==> config.mk <==
export PLATFORM = sky130hd
export DESIGN_NAME = ihc_front
export DESIGN_NICKNAME = d
export VERILOG_FILES = /design/src/ihc_pkg.sv /design/src/ihc_front.sv
export SDC_FILE = /design/constraint.sdc
export NUM_CORES = 1
export LEC_CHECK = 0
export ABC_CLOCK_PERIOD_IN_PS = 6800
export BUFFER_PORTS_ARGS = -buffer_cell sky130_fd_sc_hd__buf_2
export CAP_MARGIN = 15
export CORE_ASPECT_RATIO = 0.5
export CORE_MARGIN = 2
export CORE_UTILIZATION = 58
export DETAILED_ROUTE_END_ITERATION = 10
export PLACE_DENSITY = 0.78
export SLEW_MARGIN = 25
export SYNTH_ARGS = -nofsm -noshare
export SYNTH_HDL_FRONTEND = slang
export SYNTH_SLANG_ARGS = --single-unit
==> constraint.sdc <==
create_clock -name clk -period 6.8 [get_ports clk]
set_input_delay 1.02 -clock clk [delete_from_list [all_inputs] [get_ports clk]]
set_output_delay 1.02 -clock clk [all_outputs]
set_load 0.02 [all_outputs]
==> src/ihc_pkg.sv <==
// ----------------------------------------------------------------------------
// ihc_pkg: shared types and constants of the IPv4 header checker
// Transfer payloads, the record passed from parser to verdict stage,
// verdict codes and protocol numbers.
// ----------------------------------------------------------------------------
package ihc_pkg;

	// Depth of the record queue between the parser and the verdict stage.
	localparam int QUEUE_DEPTH_DEFAULT = 2;

	// Word index at which the parser waits for the next first word.
	localparam logic [4:0] IDLE_INDEX = 5'd31;
	// Fewest words read for any header, so that the fixed fields are present.
	localparam logic [5:0] MIN_WORDS = 6'd10;

	localparam logic [15:0] SUM_GOOD  = 16'hFFFF;
	localparam logic [15:0] FRAG_MASK = 16'h3FFF;
	localparam logic [3:0]  IPV4_VERSION = 4'd4;

	localparam logic [7:0] PROTO_ICMP = 8'd1;
	localparam logic [7:0] PROTO_TCP  = 8'd6;
	localparam logic [7:0] PROTO_UDP  = 8'd17;

	typedef enum logic [2:0] {
		ST_OK       = 3'd0,
		ST_SHORT    = 3'd1,
		ST_VERSION  = 3'd2,
		ST_CHECKSUM = 3'd3,
		ST_FRAGMENT = 3'd4
	} status_t;

	typedef enum logic [1:0] {
		PC_ICMP  = 2'd0,
		PC_TCP   = 2'd1,
		PC_UDP   = 2'd2,
		PC_OTHER = 2'd3
	} proto_class_t;

	typedef struct packed {
		logic [15:0] header_word;
		logic        first_word;
		logic [15:0] frame_length;
	} word_item_t;

	typedef struct packed {
		status_t      status;
		proto_class_t proto_class;
		logic [5:0]   header_bytes;
		logic [15:0]  payload_bytes;
		logic [31:0]  src_ip;
		logic [31:0]  dst_ip;
	} verdict_item_t;

	// Everything the verdict stage needs from one parsed header.
	typedef struct packed {
		logic [15:0] received_length;
		logic [15:0] total_length;
		logic [3:0]  version;
		logic [3:0]  ihl;
		logic        sum_ok;
		logic        fragmented;
		logic [7:0]  protocol;
		logic [31:0] src_ip;
		logic [31:0] dst_ip;
	} header_rec_t;

endpackage

==> src/ihc_front.sv <==
// ----------------------------------------------------------------------------
// ihc_front: header word parser
// Tracks the word position, folds the ones' complement sum and captures the
// header fields; pushes one record per completed header.
// ----------------------------------------------------------------------------
module ihc_front (
	input  logic                 clk,
	input  logic                 arst_n,
	input  logic                 in_valid,
	output logic                 in_ready,
	input  ihc_pkg::word_item_t  in_data,
	output logic                 push_valid,
	input  logic                 push_ready,
	output ihc_pkg::header_rec_t push_data
);
	import ihc_pkg::*;

	logic [4:0]  word_index_q;
	logic [16:0] sum_q;
	logic [3:0]  ihl_q;
	logic [3:0]  version_q;
	logic [15:0] total_q;
	logic [15:0] frag_q;
	logic [7:0]  proto_q;
	logic [31:0] src_q;
	logic [31:0] dst_q;
	logic [15:0] rcv_q;

	logic [4:0]  idx;
	logic        skip;
	logic        take;
	logic        last;
	logic [15:0] w;
	logic [3:0]  ihl_n;
	logic [3:0]  version_n;
	logic [15:0] rcv_n;
	logic [16:0] sum_base;
	logic [16:0] sum_raw;
	logic [16:0] sum_fold;
	logic [16:0] sum_n;
	logic [15:0] total_n;
	logic [15:0] frag_n;
	logic [7:0]  proto_n;
	logic [31:0] src_n;
	logic [31:0] dst_n;
	logic [4:0]  ihl_words;
	logic [5:0]  needed;
	logic [5:0]  idx_next;

	assign w        = in_data.header_word;
	assign in_ready = push_ready;
	assign idx      = in_data.first_word ? 5'd0 : word_index_q;
	assign skip     = !in_data.first_word && (word_index_q == IDLE_INDEX);
	assign take     = in_valid && in_ready && !skip;

	always_comb begin
		ihl_n     = (idx == 5'd0) ? w[11:8]  : ihl_q;
		version_n = (idx == 5'd0) ? w[15:12] : version_q;
		rcv_n     = (idx == 5'd0) ? in_data.frame_length : rcv_q;
		sum_base  = (idx == 5'd0) ? 17'd0 : sum_q;
		ihl_words = {ihl_n, 1'b0};

		// End-around carry: a carry out of bit 15 comes back in at bit 0.
		sum_raw  = sum_base + {1'b0, w};
		sum_fold = sum_raw[16] ? ({1'b0, sum_raw[15:0]} + 17'd1) : sum_raw;
		sum_n    = (idx < ihl_words) ? sum_fold : sum_base;

		total_n = (idx == 5'd1) ? w : total_q;
		frag_n  = (idx == 5'd3) ? w : frag_q;
		proto_n = (idx == 5'd4) ? w[7:0] : proto_q;
		src_n   = src_q;
		dst_n   = dst_q;
		if (idx == 5'd6) begin
			src_n[31:16] = w;
		end
		if (idx == 5'd7) begin
			src_n[15:0] = w;
		end
		if (idx == 5'd8) begin
			dst_n[31:16] = w;
		end
		if (idx == 5'd9) begin
			dst_n[15:0] = w;
		end

		needed   = ({1'b0, ihl_words} < MIN_WORDS) ? MIN_WORDS : {1'b0, ihl_words};
		idx_next = {1'b0, idx} + 6'd1;
		last     = !(idx_next < needed);
	end

	always_comb begin
		push_valid                = take && last;
		push_data.received_length = rcv_n;
		push_data.total_length    = total_n;
		push_data.version         = version_n;
		push_data.ihl             = ihl_n;
		push_data.sum_ok          = (sum_n[15:0] == SUM_GOOD);
		push_data.fragmented      = ((frag_n & FRAG_MASK) != 16'd0);
		push_data.protocol        = proto_n;
		push_data.src_ip          = src_n;
		push_data.dst_ip          = dst_n;
	end

	always_ff @(posedge clk or negedge arst_n) begin
		if (!arst_n) begin
			word_index_q <= 5'd0;
			sum_q        <= 17'd0;
			ihl_q        <= 4'd0;
			version_q    <= 4'd0;
			total_q      <= 16'd0;
			frag_q       <= 16'd0;
			proto_q      <= 8'd0;
			src_q        <= 32'd0;
			dst_q        <= 32'd0;
			rcv_q        <= 16'd0;
		end else if (take) begin
			word_index_q <= last ? IDLE_INDEX : idx_next[4:0];
			sum_q        <= sum_n;
			ihl_q        <= ihl_n;
			version_q    <= version_n;
			total_q      <= total_n;
			frag_q       <= frag_n;
			proto_q      <= proto_n;
			src_q        <= src_n;
			dst_q        <= dst_n;
			rcv_q        <= rcv_n;
		end
	end

endmodule

==> run_summary.xml <==
<?xml version="1.0" encoding="UTF-8"?>
<metrics>
  <group name="yosys">
    <metric name="synth.top_cells.by_area" unit="">dfrtp_1 (39%), nand2_1 (18%), mux2_2 (8.7%)</metric>
    <metric name="synth.net_count" unit="">1223</metric>
    <metric name="synth.top_cells.by_count" unit="">nand2_1 (465), dfrtp_1 (148), mux2_2 (73)</metric>
    <metric name="synth.most_common_cell" unit="">nand2_1</metric>
    <metric name="post_synth_inst_count" unit="">1166</metric>
    <metric name="synthFlopType" unit="">dfrtp_1</metric>
    <metric name="synth_seq_area_share" unit="%">39.2</metric>
    <metric name="synth.top_cell.area_share" unit="%">39.2</metric>
    <metric name="avgSynthCellArea" unit="sq um">8.11</metric>
    <metric name="synth_top_cell_by_area" unit="">dfrtp_1</metric>
    <metric name="distinct_cell_type_count_after_synthesis" unit="">90</metric>
    <metric name="synth_enable_flop_cells" unit="">0</metric>
    <metric name="yosysWarningCount" unit="">0</metric>
    <metric name="synth-async-reset-ratio" unit="%">100</metric>
    <metric name="ys_seq_elements" unit="">148</metric>
    <metric name="synth_area" unit="sq um">9460</metric>
  </group>
  <group name="clocking">
    <metric name="htree_num_levels" unit="">4</metric>
    <metric name="cts-root-to-sink-buffers" unit="">2</metric>
    <metric name="clock_sinks" unit="">148</metric>
    <metric name="clk_transition_reported_paths" unit="ns">0.06</metric>
    <metric name="tritoncts" unit="">done</metric>
    <metric name="cts_made_buffers" unit="">17</metric>
    <metric name="cell_chosen_for_the_clock_root" unit="">clkbuf_16</metric>
    <metric name="clk_latency_worst_skew_pair" unit="ns">0.43</metric>
  </group>
  <group name="placed_design">
    <metric name="dp.cells" unit="">1480</metric>
    <metric name="gp_congestion" unit="">0.998</metric>
    <metric name="placement.cell_area" unit="sq um">10300</metric>
    <metric name="buffers_added_on_ports" unit="">152</metric>
    <metric name="place_worst_setup_slack" unit="ns">0.0871</metric>
    <metric name="dp_hpwl" unit="microns">18900</metric>
  </group>
  <group name="final_layout">
    <metric name="final_area" unit="sq um">10900</metric>
    <metric name="post_route_cells_drive_above_1_share" unit="%">24.4</metric>
    <metric name="fin_nets" unit="">1337</metric>
    <metric name="nFillCells" unit="">1291</metric>
    <metric name="finalNonFillerCells" unit="">1514</metric>
    <metric name="n_antenna_cell" unit="">0</metric>
    <metric name="synthToLayoutAreaGrowth" unit="%">15.7</metric>
  </group>
  <group name="sta">
    <metric name="fin_skew" unit="ns">0.0154</metric>
    <metric name="slew_headroom" unit="%">29.6</metric>
    <metric name="timing.final.max_slew_violations" unit="">0</metric>
    <metric name="layout_min_cycle_time" unit="ns">6.54</metric>
    <metric name="final_setup_vio_count" unit="">0</metric>
    <metric name="post-route-worst-setup-slack" unit="ns">0.258</metric>
    <metric name="report.final.hold_viol_count" unit="">0</metric>
    <metric name="fmax" unit="MHz">153</metric>
    <metric name="post-route-period-util" unit="%">96.2</metric>
    <metric name="grt_setup_unrepaired" unit="">no</metric>
    <metric name="final.setup.tns" unit="ns">0</metric>
    <metric name="worst-slew-pin-transition" unit="ns">1.06</metric>
  </group>
  <group name="routing">
    <metric name="routed_via_density" unit="">5.89</metric>
    <metric name="routed_wl" unit="microns">27700</metric>
    <metric name="detailroute.wirelength.met3" unit="microns">2420</metric>
    <metric name="route.detailed.drc" unit="">0</metric>
    <metric name="final_antenna_net_count" unit="">0</metric>
    <metric name="wl_met1" unit="microns">11800</metric>
    <metric name="drt-pass1-iter-count" unit="">5</metric>
    <metric name="met2_wirelength" unit="microns">12600</metric>
    <metric name="highest_routed_metal_layer" unit="">met4</metric>
    <metric name="via_count" unit="">8912</metric>
    <metric name="drt-wirelength-per-cell" unit="microns">18.3</metric>
    <metric name="drt_iter0_drc" unit="">791</metric>
  </group>
  <group name="global_routing">
    <metric name="grt_pass1_vias" unit="">8556</metric>
    <metric name="grt.total_usage" unit="%">32.9</metric>
    <metric name="grt_first_pass_wirelength" unit="microns">44100</metric>
    <metric name="number_of_antenna_violations_at_the_first_check_in_global_routing" unit="">0</metric>
    <metric name="globalRouteOverflowTotal" unit="">0</metric>
    <metric name="largest_net_degree_at_the_start_of_global_routing" unit="">102</metric>
  </group>
  <group name="floorplanning">
    <metric name="core_area" unit="sq um">15700</metric>
    <metric name="fp.dieH" unit="microns">94.3</metric>
    <metric name="pin_count" unit="">153</metric>
    <metric name="floorplan_row_count" unit="">32</metric>
    <metric name="die_footprint" unit="sq um">17400</metric>
    <metric name="effective_utilization_at_floorplan" unit="%">60.4</metric>
    <metric name="die_span_x" unit="microns">185</metric>
  </group>
  <group name="pwr">
    <metric name="cellPowerDensity" unit="nW/um^2">469</metric>
    <metric name="worst_ir_drop_vdd" unit="mV">0.274</metric>
    <metric name="leakage" unit="nW">5.77</metric>
  </group>
  <group name="run_status">
    <metric name="run_status" unit="">completed</metric>
  </group>
  <group name="critical_path">
    <metric name="required" unit="ns">5.78</metric>
    <metric name="startpoint_type" unit="">primary input</metric>
    <metric name="critPathCaptureType" unit="">primary output</metric>
    <metric name="crit_path_max_fanout" unit="">12</metric>
    <metric name="arrival_worst_endpoint" unit="ns">5.52</metric>
    <metric name="worstSetupPathType" unit="">in -&gt; out</metric>
  </group>
  <group name="hold_path">
    <metric name="min_delay_worst_type" unit="">reg -&gt; reg</metric>
  </group>
  <group name="flow_run">
    <metric name="drv_cap" unit="">0</metric>
  </group>
</metrics>
==> per-stage QoR <==
step	total power, mW	hold slack (ns)	util, %
final	5.13	0.472	69.9
after global routing	5.50	0.490	69.9
after CTS	5.09	0.472	69.5
after detailed placement	4.13	0.457	65.8
after global placement	4.05	0.451	65.8
after floorplan	3.40	0.435	-
==> power by group <==
| part | switching, mW | internal [mW] |
|---|---|---|
| Combinational | 1.67 | 1.01 |
| Clock | 0.417 | 0.524 |
| Sequential | 0.282 | 1.23 |
==> final cells by class <==
class | instances | area [sq um] | share of cell area, %
Clock buffer | 18 | 439 | 4.01
Clock inverter | 14 | 143 | 1.30
Inverter | 15 | 56.3 | 0.514
Multi-Input combinational cell | 928 | 5430 | 49.6
Sequential cell | 148 | 3700 | 33.8
Tap cell | 221 | 277 | 2.53
Timing Repair Buffer | 170 | 902 | 8.24
==> layout by cell type (no fill, tap or decap), types with 4 or more instances in the layout <==
master / count
nand2_1: 465
buf_2: 151
dfrtp_1: 148
mux2_2: 73
o21ai_0: 65
nor2_1: 34
a21oi_1: 23
xnor2_1: 21
ha_1: 18
buf_4: 18
nand3_1: 17
clkbuf_16: 17
and3_1: 15
inv_1: 13
a31oi_1: 13
xor2_1: 12
nand4_1: 9
nor2b_1: 7
o211ai_1: 7
a32o_1: 7
mux2i_1: 6
nor3_1: 6
a21o_1: 6
o31ai_1: 6
nor3b_1: 5
nor4_1: 5
and2_1: 4
or2_2: 4
a21boi_0: 4
clkinvlp_4: 4
==> timing repair <==
| item | 4_1_cts | 5_1_grt |
|---|---|---|
| buffers inserted | 0 | 2 |
| setup endpoints to repair | 0 | 1 |
| hold buffers | 0 | 0 |
| gates resized for setup | 0 | 10 |
==> worst max-delay path: stages <==
cell,delay (ns)
buf_2,0.19
nand2b_4,0.19
ha_4,0.17
or4b_4,0.50
buf_4,0.21
and3_1,0.18
ha_1,0.37
a21oi_1,0.23
o21ai_0,0.19
a311oi_4,0.36
o311ai_4,0.17
a21o_4,0.27
and2_4,0.20
and3_1,0.14
o21ai_1,0.14
xor2_1,0.30
nand4_1,0.18
nor4_2,0.30
buf_2,0.21
==> routing by layer <==
layer | GRT usage [%] | vias to the layer above
met2 | 51.6 | 343
met5 | 0 | -
li1 | - | 4181
met3 | 9.46 | 67
met4 | 14.0 | 0
met1 | 43.2 | 4321
==> flip-flops by register name, indices dropped and copies added, names as in the netlist <==
register and count:
sum_q 17, dst_q 32, frag_q 14, ihl_q 4, version_q 4, word_index_q 5, proto_q 8, rcv_q 16
src_q 32, total_q 16
==> worst paths after layout <==
path,startpoint,endpoint,slack [ns],depth (start not counted)
worst max register to register,word_index_q[1],sum_q[10],2.26,17
worst min-delay path,dst_q[0],dst_q[0],0.47,2
min in group asynchronous,arst_n,dst_q[21],0.66,1
worst max-delay path,in_data[16],push_data[73],0.26,19
worst min register to register,dst_q[0],dst_q[0],0.47,2
max in group asynchronous,arst_n,sum_q[11],4.85,2
==> logic make-up (layout without fill, tap and decap cells) <==
group,count (synthesis),count (layout),synth area share [%]
xor gates and xnor gates,34,34,3.15
adders and majority gates,20,20,2.72
DFF,148,148,39.2
muxes,79,79,9.33
and+or+nand+nor,607,607,27.6
buffers and inverters,90,217,4.15
AOI/OAI and AO/OA,188,188,13.9
(Power assumes the default switching activity.)
